[src/hw/rtl/bpc_pkg.sv]
// Package for the boot path checker: sizes, character codes and the
// input stage record. No dependencies.
package bpc_pkg;

  localparam int PATH_LIMIT = 256;
  localparam int CNT_W      = $clog2(PATH_LIMIT + 1);

  localparam logic [7:0] CH_SLASH = 8'h2F;
  localparam logic [7:0] CH_BSL   = 8'h5C;
  localparam logic [7:0] CH_COLON = 8'h3A;
  localparam logic [7:0] CH_DOT   = 8'h2E;
  localparam logic [7:0] CH_SPACE = 8'h20;
  localparam logic [7:0] CH_ZERO  = 8'h30;
  localparam logic [7:0] CH_THREE = 8'h33;
  localparam logic [7:0] CH_UPA   = 8'h41;
  localparam logic [7:0] CH_UPZ   = 8'h5A;
  localparam logic [7:0] CASE_OFS = 8'h20;

  localparam logic [31:0] DEV_SD     = 32'h0000_7364;
  localparam logic [31:0] DEV_CD     = 32'h0000_6364;
  localparam logic [31:0] DEV_PC     = 32'h0000_7063;
  localparam logic [31:0] DEV_IDE    = 32'h0069_6465;
  localparam logic [31:0] DEV_BRD    = 32'h0062_7264;
  localparam logic [31:0] SUFFIX_BIN = 32'h2E62_696E;

  localparam logic [2:0] DEV_MAX_LEN = 3'd4;
  localparam int         MIN_LEN     = 4;

  // Registered input byte handed from the input stage to the scanner
  typedef struct packed {
    logic       valid;
    logic [7:0] path_byte;
    logic       final_byte;
  } stage_t;

endpackage

[src/hw/rtl/bpc_out_if.sv]
// Result channel of the boot path checker: one verdict per transfer.
// No dependencies.
interface bpc_out_if;
  logic valid;
  logic ready;
  logic path_ok;

  modport source (output valid, output path_ok, input ready);
  modport sink   (input valid, input path_ok, output ready);
endinterface

[src/hw/rtl/bpc_scan.sv]
// Path scanner of the boot path checker: rule state, verdict and result register.
// Depends on bpc_pkg and bpc_out_if.
module bpc_scan (
  input  logic              clk,
  input  logic              rst,
  input  bpc_pkg::stage_t   stage,
  output logic              advance,
  bpc_out_if.source         out_ch
);

  typedef enum logic [1:0] {PH_LEAD, PH_DEVICE, PH_COMP} phase_t;

  logic [bpc_pkg::CNT_W-1:0] byte_count, byte_count_next;
  phase_t                    phase, phase_next;
  logic [31:0]               device_chars, device_chars_next;
  logic [2:0]                device_length, device_length_next;
  logic [1:0]                segment_length, segment_length_next;
  logic                      segment_all_dots, segment_all_dots_next;
  logic [31:0]               tail_chars, tail_chars_next;
  logic                      failed, failed_next;
  logic                      seg_bad, verdict, take;
  logic [7:0]                b;

  function automatic logic dev_match(logic [31:0] chars, logic [2:0] len);
    logic [31:0] c;
    logic [2:0]  l;
    logic        m;
    c = chars;
    l = len;
    m = 1'b0;
    if (l != 3'd0 && l <= bpc_pkg::DEV_MAX_LEN) begin
      if (c[7:0] inside {[bpc_pkg::CH_ZERO:bpc_pkg::CH_THREE]}) begin
        c = c >> 8;
        l = l - 3'd1;
      end
      if (l == 3'd2) begin
        m = (c == bpc_pkg::DEV_SD) || (c == bpc_pkg::DEV_CD) || (c == bpc_pkg::DEV_PC);
      end else if (l == 3'd3) begin
        m = (c == bpc_pkg::DEV_IDE) || (c == bpc_pkg::DEV_BRD);
      end
    end
    return m;
  endfunction

  function automatic logic [31:0] fold_lower(logic [31:0] packed_chars);
    logic [31:0] r;
    logic [7:0]  c;
    r = '0;
    for (int i = 0; i < 4; i++) begin
      c = packed_chars[8*i +: 8];
      if (c inside {[bpc_pkg::CH_UPA:bpc_pkg::CH_UPZ]}) c = c + bpc_pkg::CASE_OFS;
      r[8*i +: 8] = c;
    end
    return r;
  endfunction

  assign b       = stage.path_byte;
  assign advance = !out_ch.valid || out_ch.ready || !stage.final_byte;
  assign take    = stage.valid && advance;

  always_comb begin
    byte_count_next       = byte_count;
    if (byte_count < bpc_pkg::CNT_W'(bpc_pkg::PATH_LIMIT)) begin
      byte_count_next = byte_count + 1'b1;
    end
    tail_chars_next       = {tail_chars[23:0], b};
    phase_next            = phase;
    device_chars_next     = device_chars;
    device_length_next    = device_length;
    segment_length_next   = segment_length;
    segment_all_dots_next = segment_all_dots;
    failed_next           = failed;

    case (phase)
      PH_LEAD: begin
        if (b != bpc_pkg::CH_SLASH) failed_next = 1'b1;
        phase_next = PH_DEVICE;
      end
      PH_DEVICE: begin
        if (b == bpc_pkg::CH_SLASH) begin
          if (!dev_match(device_chars, device_length)) failed_next = 1'b1;
          phase_next            = PH_COMP;
          segment_length_next   = 2'd0;
          segment_all_dots_next = 1'b1;
        end else begin
          device_chars_next = {device_chars[23:0], b};
          if (device_length != 3'd7) device_length_next = device_length + 3'd1;
        end
      end
      PH_COMP: begin
        if (b == bpc_pkg::CH_SLASH) begin
          if (segment_length == 2'd0 || (segment_all_dots && segment_length <= 2'd2)) begin
            failed_next = 1'b1;
          end
          segment_length_next   = 2'd0;
          segment_all_dots_next = 1'b1;
        end else begin
          if (b < bpc_pkg::CH_SPACE || b == bpc_pkg::CH_BSL || b == bpc_pkg::CH_COLON) begin
            failed_next = 1'b1;
          end
          if (segment_length != 2'd3) segment_length_next = segment_length + 2'd1;
          if (b != bpc_pkg::CH_DOT) segment_all_dots_next = 1'b0;
        end
      end
      default: begin
        failed_next = 1'b1;
      end
    endcase

    seg_bad = (segment_length_next == 2'd0) ||
              (segment_all_dots_next && segment_length_next <= 2'd2);
    verdict = !failed_next && (phase_next == PH_COMP) && (b != bpc_pkg::CH_SLASH) &&
              !seg_bad &&
              (byte_count_next < bpc_pkg::CNT_W'(bpc_pkg::PATH_LIMIT)) &&
              (byte_count_next > bpc_pkg::CNT_W'(bpc_pkg::MIN_LEN)) &&
              (fold_lower(tail_chars_next) == bpc_pkg::SUFFIX_BIN);
  end

  always_ff @(posedge clk) begin
    if (rst || (take && stage.final_byte)) begin
      byte_count       <= '0;
      phase            <= PH_LEAD;
      device_chars     <= '0;
      device_length    <= '0;
      segment_length   <= '0;
      segment_all_dots <= 1'b1;
      tail_chars       <= '0;
      failed           <= 1'b0;
    end else if (take) begin
      byte_count       <= byte_count_next;
      phase            <= phase_next;
      device_chars     <= device_chars_next;
      device_length    <= device_length_next;
      segment_length   <= segment_length_next;
      segment_all_dots <= segment_all_dots_next;
      tail_chars       <= tail_chars_next;
      failed           <= failed_next;
    end

    if (rst) begin
      out_ch.valid <= 1'b0;
    end else if (take && stage.final_byte) begin
      out_ch.valid <= 1'b1;
    end else if (out_ch.ready) begin
      out_ch.valid <= 1'b0;
    end
    if (take && stage.final_byte) begin
      out_ch.path_ok <= verdict;
    end
  end

endmodule

[src/flat_wrapper.sv]
// flat-port wrapper written by rule: the top's interface ports become plain ports
module bpc_scan_flat 
  (clk, rst, stage, advance, out_ch_valid, out_ch_path_ok, out_ch_ready);
  bpc_out_if out_ch_i ();
  input  logic clk;
  input  logic rst;
  input  bpc_pkg::stage_t stage;
  output logic advance;
  output wire logic [$bits(out_ch_i.valid)-1:0] out_ch_valid;
  output wire logic [$bits(out_ch_i.path_ok)-1:0] out_ch_path_ok;
  input wire logic [$bits(out_ch_i.ready)-1:0] out_ch_ready;
  assign out_ch_valid = out_ch_i.valid;
  assign out_ch_path_ok = out_ch_i.path_ok;
  assign out_ch_i.ready = out_ch_ready;
  bpc_scan u_core (.clk(clk), .rst(rst), .stage(stage), .advance(advance), .out_ch(out_ch_i));
endmodule
[config.mk]
export PLATFORM = sky130hd
export DESIGN_NAME = bpc_scan_flat
export DESIGN_NICKNAME = d
export VERILOG_FILES = /design/src/hw/rtl/bpc_pkg.sv /design/src/hw/rtl/bpc_out_if.sv /design/src/hw/rtl/bpc_scan.sv /design/src/flat_wrapper.sv
export SDC_FILE = /design/constraint.sdc
export NUM_CORES = 1
export LEC_CHECK = 0
export BUFFER_PORTS_ARGS = -buffer_cell sky130_fd_sc_hd__buf_4
export CORE_ASPECT_RATIO = 0.5
export CORE_UTILIZATION = 55
export CTS_CLUSTER_SIZE = 16
export DETAILED_ROUTE_END_ITERATION = 10
export GPL_TIMING_DRIVEN = 0
export PLACE_DENSITY = 0.77
export SLEW_MARGIN = 15
export SYNTH_ARGS = -nofsm -noshare
export SYNTH_HDL_FRONTEND = slang
export SYNTH_SLANG_ARGS = --single-unit
export TNS_END_PERCENT = 100
[constraint.sdc]
create_clock -name clk -period 1.83 [get_ports clk]
set_clock_uncertainty 0.05 [all_clocks]
set_input_delay 0.183 -clock clk [delete_from_list [all_inputs] [get_ports clk]]
set_output_delay 0.183 -clock clk [all_outputs]
set_load 0.01 [all_outputs]
==> flow_metrics.py, run 1 <==
metrics = {
    "pwr": {
        "power.switching_mw": 0.862,
        "switching_share_pct": 23.6,
        "p_comb_share_pct": 8.4,
        "p_int_mw": 2.78,
        "power.total_mw": 3.65,
        "power_frac_seq_pct": 47.3,
        "peakVddDrop_mv": 0.550,
        "pwr-share-clk_pct": 44.3,
        "p_per_area_nw_per_um2": 808,
        "power_leakage_nw": 1.54,
    },
    "drt": {
        "vias_per_cell": 5.89,
        "drt-initial-drc-count": 298,
        "firstDrtPassIters": 5,
        "wl_per_cell_um": 15.3,
        "drc": 0,
        "vias": 3597,
        "drt-total-wl_um": 9330,
        "ant_nets": 0,
    },
    "floorplan": {
        "initial_core_util_pct": 59.4,
        "dieArea_sq_um": 7170,
        "ios": 16,
        "die_w_um": 119,
        "coreArea_sq_um": 6310,
        "die_y_um": 60.4,
        "rows": 20,
    },
    "synth": {
        "synth_ff_type": "dfxtp_1",
        "synth_area_sq_um": 3750,
        "yosys.area.top_type": "dfxtp_1",
        "netlist.area_leader.share_pct": 40.1,
        "synthCells": 484,
        "syn-num-nets": 509,
        "synth_warnings": 0,
        "ys_ff_latch": 76,
        "synth_edf_count": 1,
        "seq_area_frac_synth_pct": 40.9,
        "avgSynthCellArea_sq_um": 7.74,
        "synth.area.top_cells": "dfxtp_1, nand2_1, a21oi_1",
        "async_flop_share_pct": 0,
        "yosysUniqueCellTypes": 57,
    },
    "cells_and_area": {
        "seqCellArea_sq_um": 1550,
        "drive_gt1_share_pct": 18.5,
        "diodes": 0,
        "area_growth_pct": 20.5,
        "multi_input_area_sq_um": 2200,
        "final_cell_mix": "nand2_1, a21oi_1, dfxtp_1",
        "finish.utilization_pct": 71.6,
        "layout_commonest_cell": "nand2_1",
        "num-nets-final": 544,
        "nFillCells": 519,
    },
    "global_route": {
        "overflow": 0,
        "grt_pass1_vias": 3227,
        "grt_max_degree": 12,
        "grt_use_total_pct": 27.9,
        "antenna_found_initial": 0,
        "use_met1_pct": 35.1,
        "use_met3_pct": 7.61,
        "top_usage_layer": "met2",
        "met2_usage_pct": 48.0,
        "grt_pass1_wl_um": 15400,
    },
    "hold_path": {
        "holdPathEnd": "u_core.out_ch.valid",
        "worstHoldStart": "stage[0]",
        "holdPathStages": 3,
        "min_path_type": "primary input to register",
    },
    "place": {
        "post-place-ws_ns": -0.310,
        "dp_hpwl_um": 6320,
        "portBuffers": 14,
        "gp_congestion": 0.851,
    },
    "sta": {
        "worst_slew_pin_slew_ns": 0.441,
        "rsz0062_at_grt": "true",
        "tns_ns": -0.102,
        "period_needed_ns": 1.91,
        "setup_viol": 2,
        "clock.fmax_ghz": 0.524,
        "slew_headroom_pct": 70.6,
        "fin_crit_sh_pct": 104,
        "hold_viol": 0,
        "drv_slew": 0,
        "setup_ws_ns": -0.0796,
    },
    "setup_path": {
        "r2r_end": "u_core.failed",
        "crit_fanout": 2,
        "r2r_slack_ns": -0.08,
        "cp_data_arrival_time_ns": 2.09,
        "endpoint_kind": "register",
        "r2r_start": "u_core.device_chars[15]",
        "required_ns": 2.01,
        "criticalPathCategory": "register to register",
        "rr_worst_depth": 6,
        "crit_path_start_kind": "register",
    },
    "run_status": {
        "failed_checks": "negative setup slack",
        "outcome": "complete, but fails checks",
    },
    "clocking": {
        "clockRootBuffer": "clkbuf_16",
        "clockBufferDepth": 2,
        "htree_levels": 3,
        "path_clk_slew_ns": 0.05,
        "clk_latency_ns": 0.33,
        "cts_sinks": 76,
        "cts_tree": "built",
        "cts_buffers": 9,
    },
    "job": {
        "maxCapViolCount": 0,
    },
}
==> cell families after synthesis <==
| group | count (synthesis) | synth area share (%) |
|---|---|---|
| and+or+nand+nor | 235 | 30.0 |
| AOI/OAI and AO/OA | 109 | 17.7 |
| DFF | 76 | 40.9 |
| buffers and inverters | 38 | 3.94 |
| adders and majority gates | 14 | 4.58 |
| xor gates and xnor gates | 8 | 1.87 |
| muxes | 4 | 1.07 |
==> metrics by stage <==
step                      cell area (sq um)  instances  hold slack (ns)
after detailed placement               3980        586            0.311
after global routing                   4520        611           0.0825
after CTS                              4350        607           0.0661
after floorplan                        3760        484            0.202
after global placement                 3980        586            0.296
final                                  4520        611           0.0748
==> state kept, by name (all words and copies together) (netlist names) <==
signal / cells
u_core.segment_length: 2
u_core.segment_all_dots: 1
u_core.phase: 2
u_core.out_ch.path_ok: 1
u_core.failed: 1
u_core.out_ch.valid: 1
u_core.tail_chars: 24
u_core.device_chars: 32
u_core.device_length: 3
u_core.byte_count: 9
==> layout make-up <==
| class | instances | share of cell area (%) |
|---|---|---|
| multi-input cells | 370 | 48.8 |
| inverters | 10 | 0.998 |
| plain buffers | 28 | 3.44 |
| clock inverters | 2 | 0.222 |
| flip-flops and latches | 76 | 34.3 |
| clock buffers | 13 | 5.76 |
| well taps | 88 | 2.44 |
| repair buffers | 24 | 4.05 |
==> worst max-delay path by stage <==
| stage | start | end | slack [ns] |
|---|---|---|---|
| after floorplan | u_core.phase[1] | u_core.out_ch.path_ok | 0.0006 |
| after global placement | u_core.phase[1] | u_core.device_chars[17] | -0.25 |
| after detailed placement | u_core.phase[1] | u_core.device_chars[2] | -0.31 |
| after CTS | u_core.device_chars[15] | u_core.failed | -0.11 |
| after global routing | u_core.device_chars[15] | u_core.failed | -0.14 |
| final | u_core.device_chars[15] | u_core.failed | -0.08 |
==> critical path, cell delays in order (launching register included) <==
cell and delay (ns):
dfxtp_2 0.32, nand3b_1 0.19, or4b_4 0.51, mux2i_4 0.16
a21oi_1 0.09, o32a_1 0.31, o21a_1 0.17
==> cells in the mapped netlist, drive strengths merged, types with 3 or more instances <==
cell type,n
a211oi,4
a21oi,65
a22oi,4
and2,3
and4b,4
buf,8
clkbuf,20
dfxtp,75
ha,12
inv,10
mux2i,4
nand2,131
nand2b,3
nand3,10
nand3b,4
nand4,8
nand4b,4
nor2,32
nor2b,3
nor3,10
nor3b,4
nor4,4
nor4b,5
nor4bb,3
o2111ai,3
o21ai,9
o32a,3
xnor2,4
xor2,4
==> power by group through the flow <==
| stage | Combinational (mW) | Clock [mW] | Sequential (mW) |
|---|---|---|---|
| after floorplan | 0.185 | 0 | 1.75 |
| after global placement | 0.273 | 0 | 1.76 |
| after detailed placement | 0.276 | 0 | 1.76 |
| after CTS | 0.287 | 1.66 | 1.72 |
| after global routing | 0.333 | 1.72 | 1.73 |
| final | 0.305 | 1.62 | 1.73 |
==> what timing repair did <==
action                     in CTS  in global routing
setup buffers                   5                  4
setup endpoints to repair      50                 66
hold endpoints to repair        1                  0
hold buffers                    1                  0
resized for setup              22                 51
pin swaps                       4                  7
==> layer usage <==
metal,wire (um),vias to the layer above,share of wire (%)
met2,4330,91,46
met4,131,0,1.4
met3,492,14,5.3
met1,4380,1721,47
li1,-,1771,-
met5,0,-,0
No activity file was read; power rests on OpenSTA's default activity.
==> run 2: changes to the inputs <==
ABC_AREA = 1   (was unset)
CAP_MARGIN = 20   (was unset)
CORE_UTILIZATION = 56   (was 55)
PLACE_DENSITY = 0.78   (was 0.77)
==> flow_metrics.py, run 2 <==
metrics = {
    "setup_path": {
        "cp_data_arrival_time_ns": 2.24,
        "required_ns": 1.98,
        "crit_fanout": 7,
        "crit_path_start_kind": "register",
        "criticalPathCategory": "register to register",
        "endpoint_kind": "register",
    },
    "global_route": {
        "overflow": 0,
        "grt_pass1_wl_um": 16600,
        "antenna_found_initial": 0,
        "grt_use_total_pct": 28.1,
        "grt_pass1_vias": 3528,
        "grt_max_degree": 13,
    },
    "clocking": {
        "cts_hold_buf": 0,
        "cts_sinks": 76,
        "cts_buffers": 9,
        "clockBufferDepth": 2,
        "path_clk_slew_ns": 0.06,
        "clk_latency_ns": 0.34,
        "cts_tree": "built",
        "htree_levels": 3,
        "clockRootBuffer": "clkbuf_16",
    },
    "pwr": {
        "p_per_area_nw_per_um2": 859,
        "power_leakage_nw": 2.08,
        "peakVddDrop_mv": 0.602,
    },
    "floorplan": {
        "initial_core_util_pct": 59.2,
        "dieArea_sq_um": 7590,
        "rows": 21,
        "coreArea_sq_um": 6830,
        "die_y_um": 62.1,
        "ios": 16,
        "die_w_um": 122,
    },
    "synth": {
        "ys_top_cells_by_count": "nand2_1, inv_1, a21oi_1",
        "synth_area_sq_um": 4050,
        "netlist.area_leader.share_pct": 37.1,
        "ys_ff_latch": 76,
        "syn-num-nets": 633,
        "yosys.area.top_type": "dfxtp_1",
        "synth_warnings": 0,
        "yosysUniqueCellTypes": 34,
        "synth_edf_count": 1,
        "avgSynthCellArea_sq_um": 6.66,
        "yosysMostFrequentCell": "nand2_1",
        "synth.area.top_cells": "dfxtp_1, nand2_1, a21oi_1",
        "seq_area_frac_synth_pct": 37.8,
        "synth_ff_type": "dfxtp_1",
        "synthCells": 608,
        "async_flop_share_pct": 0,
    },
    "sta": {
        "setup_ws_ns": -0.268,
        "period_needed_ns": 2.10,
        "fin_crit_sh_pct": 115,
        "setup_viol": 2,
        "hold_viol": 0,
        "slew_headroom_pct": 66.9,
        "rsz0062_at_grt": "true",
        "tns_ns": -0.506,
        "worst_slew_pin_slew_ns": 0.497,
        "drv_slew": 0,
        "clock.fmax_ghz": 0.477,
    },
    "drt": {
        "drt-total-wl_um": 10100,
        "drc": 0,
        "vias_per_cell": 5.35,
        "wl_per_cell_um": 13.7,
        "ant_nets": 0,
        "firstDrtPassIters": 6,
        "drt-initial-drc-count": 344,
        "vias": 3938,
    },
    "cells_and_area": {
        "finalNonFillerCells": 736,
        "layout_commonest_cell": "nand2_1",
        "top_register": "u_core.device_chars",
        "largestRegisters": "u_core.device_chars (32), u_core.tail_chars (24), u_core.byte_count (9)",
        "diodes": 0,
        "area_growth_pct": 16.9,
        "largest_register_ffs": 32,
        "num-nets-final": 664,
        "drive_gt1_share_pct": 12.3,
        "final_cell_mix": "nand2_1, inv_1, a21oi_1",
    },
    "run_status": {
        "failed_checks": "negative setup slack",
        "outcome": "complete, but fails checks",
    },
    "place": {
        "dp.cells": 715,
        "gp_congestion": 0.916,
        "dp_hpwl_um": 6890,
        "portBuffers": 15,
    },
    "hold_path": {
        "min_path_type": "primary input to register",
    },
    "job": {
        "maxCapViolCount": 0,
    },
}
-- run 2: cell types whose count changed after synthesis, moves of 5 or more --
cell,previous run,this run
inv_1,9,82
o21ai_0,9,49
nand2_1,131,157
nor2_1,32,49
nand3_1,10,23
a21oi_1,65,76
o21ai_1,0,10
nor3_1,10,1
nor4b_1,5,0
o21ai_2,0,5
-- run 2: repair_timing --
item | CTS | global route
buffers inserted | 2 | 2
gates resized for setup | 22 | 27
pin swaps | 3 | 6
setup endpoints to repair | 58 | 64
gates cloned | 0 | 1
-- run 2: per-stage QoR --
stage / worst slack, ns / cell area, sq um / hold slack [ns] / power [mW] / util [%]
after global placement: -0.257 / 4270 / 0.391 / 2.23 / 62.6
after floorplan: 0.0951 / 4050 / 0.282 / 2.11 / -
after global routing: -0.414 / 4730 / 0.0686 / 4.23 / 69.2
after detailed placement: -0.274 / 4270 / 0.400 / 2.24 / 62.6
final: -0.268 / 4730 / 0.0497 / 4.06 / 69.2
after CTS: -0.182 / 4650 / 0.0465 / 4.06 / 68.1
-- run 2: final cells by class --
| cell class | instances | area, sq um |
|---|---|---|
| clock buffers | 13 | 260 |
| inverters | 83 | 312 |
| multi-input cells | 424 | 2140 |
| clock inverters | 3 | 43.8 |
| flip-flops and latches | 76 | 1540 |
| fillers | 616 | 2100 |
| well taps | 92 | 115 |
| repair buffers | 20 | 168 |
| plain buffers | 25 | 159 |
-- run 2: power by group --
| group | internal [mW] | total [mW] | switching [mW] |
|---|---|---|---|
| Clock | 1.13 | 1.82 | 0.687 |
| Combinational | 0.166 | 0.463 | 0.297 |
| Sequential | 1.73 | 1.78 | 0.0555 |
| Total | 3.02 | 4.06 | 1.04 |
-- run 2: layer usage --
metal / routed length, um / global-route usage, % / vias to the layer above
li1: - / - / 2029
met1: 4650 / 36.7 / 1788
met2: 4690 / 45.9 / 108
met3: 607 / 6.99 / 13
met4: 118 / 8.38 / 0
met5: 0 / 0 / -
-- run 2: worst max-delay path: stages, from the launching register on --
cell       delay [ns]
dfxtp_1          0.35
nor2_4           0.17
nand3_4          0.17
clkbuf_16        0.20
o21ai_2          0.13
nand2_1          0.08
nor2_2           0.14
nand2_1          0.06
nand2_1          0.06
nand2_1          0.07
a21oi_2          0.14
nand2_2          0.10
nand2_1          0.08
nand2_1          0.05
nor2_1           0.10
-- run 2: worst paths after layout --
path	cells past startpoint	slack, ns	endpoint	startpoint
worst max-delay path	14	-0.27	u_core.out_ch.path_ok	u_core.device_chars[3]
worst min-delay path	4	0.05	u_core.out_ch.valid	rst
worst max register to register	14	-0.27	u_core.out_ch.path_ok	u_core.device_chars[3]
worst min register to register	2	0.41	u_core.tail_chars[17]	u_core.tail_chars[17]
-- run 2: cell families after synthesis --
group	after synthesis	share of synthesized area, %
xor+xnor	8	1.73
flops	76	37.8
mux	1	0.247
simple gates	249	25.4
compound gates	154	20.5
fa+ha+maj	12	3.71
buf+inv	108	10.5
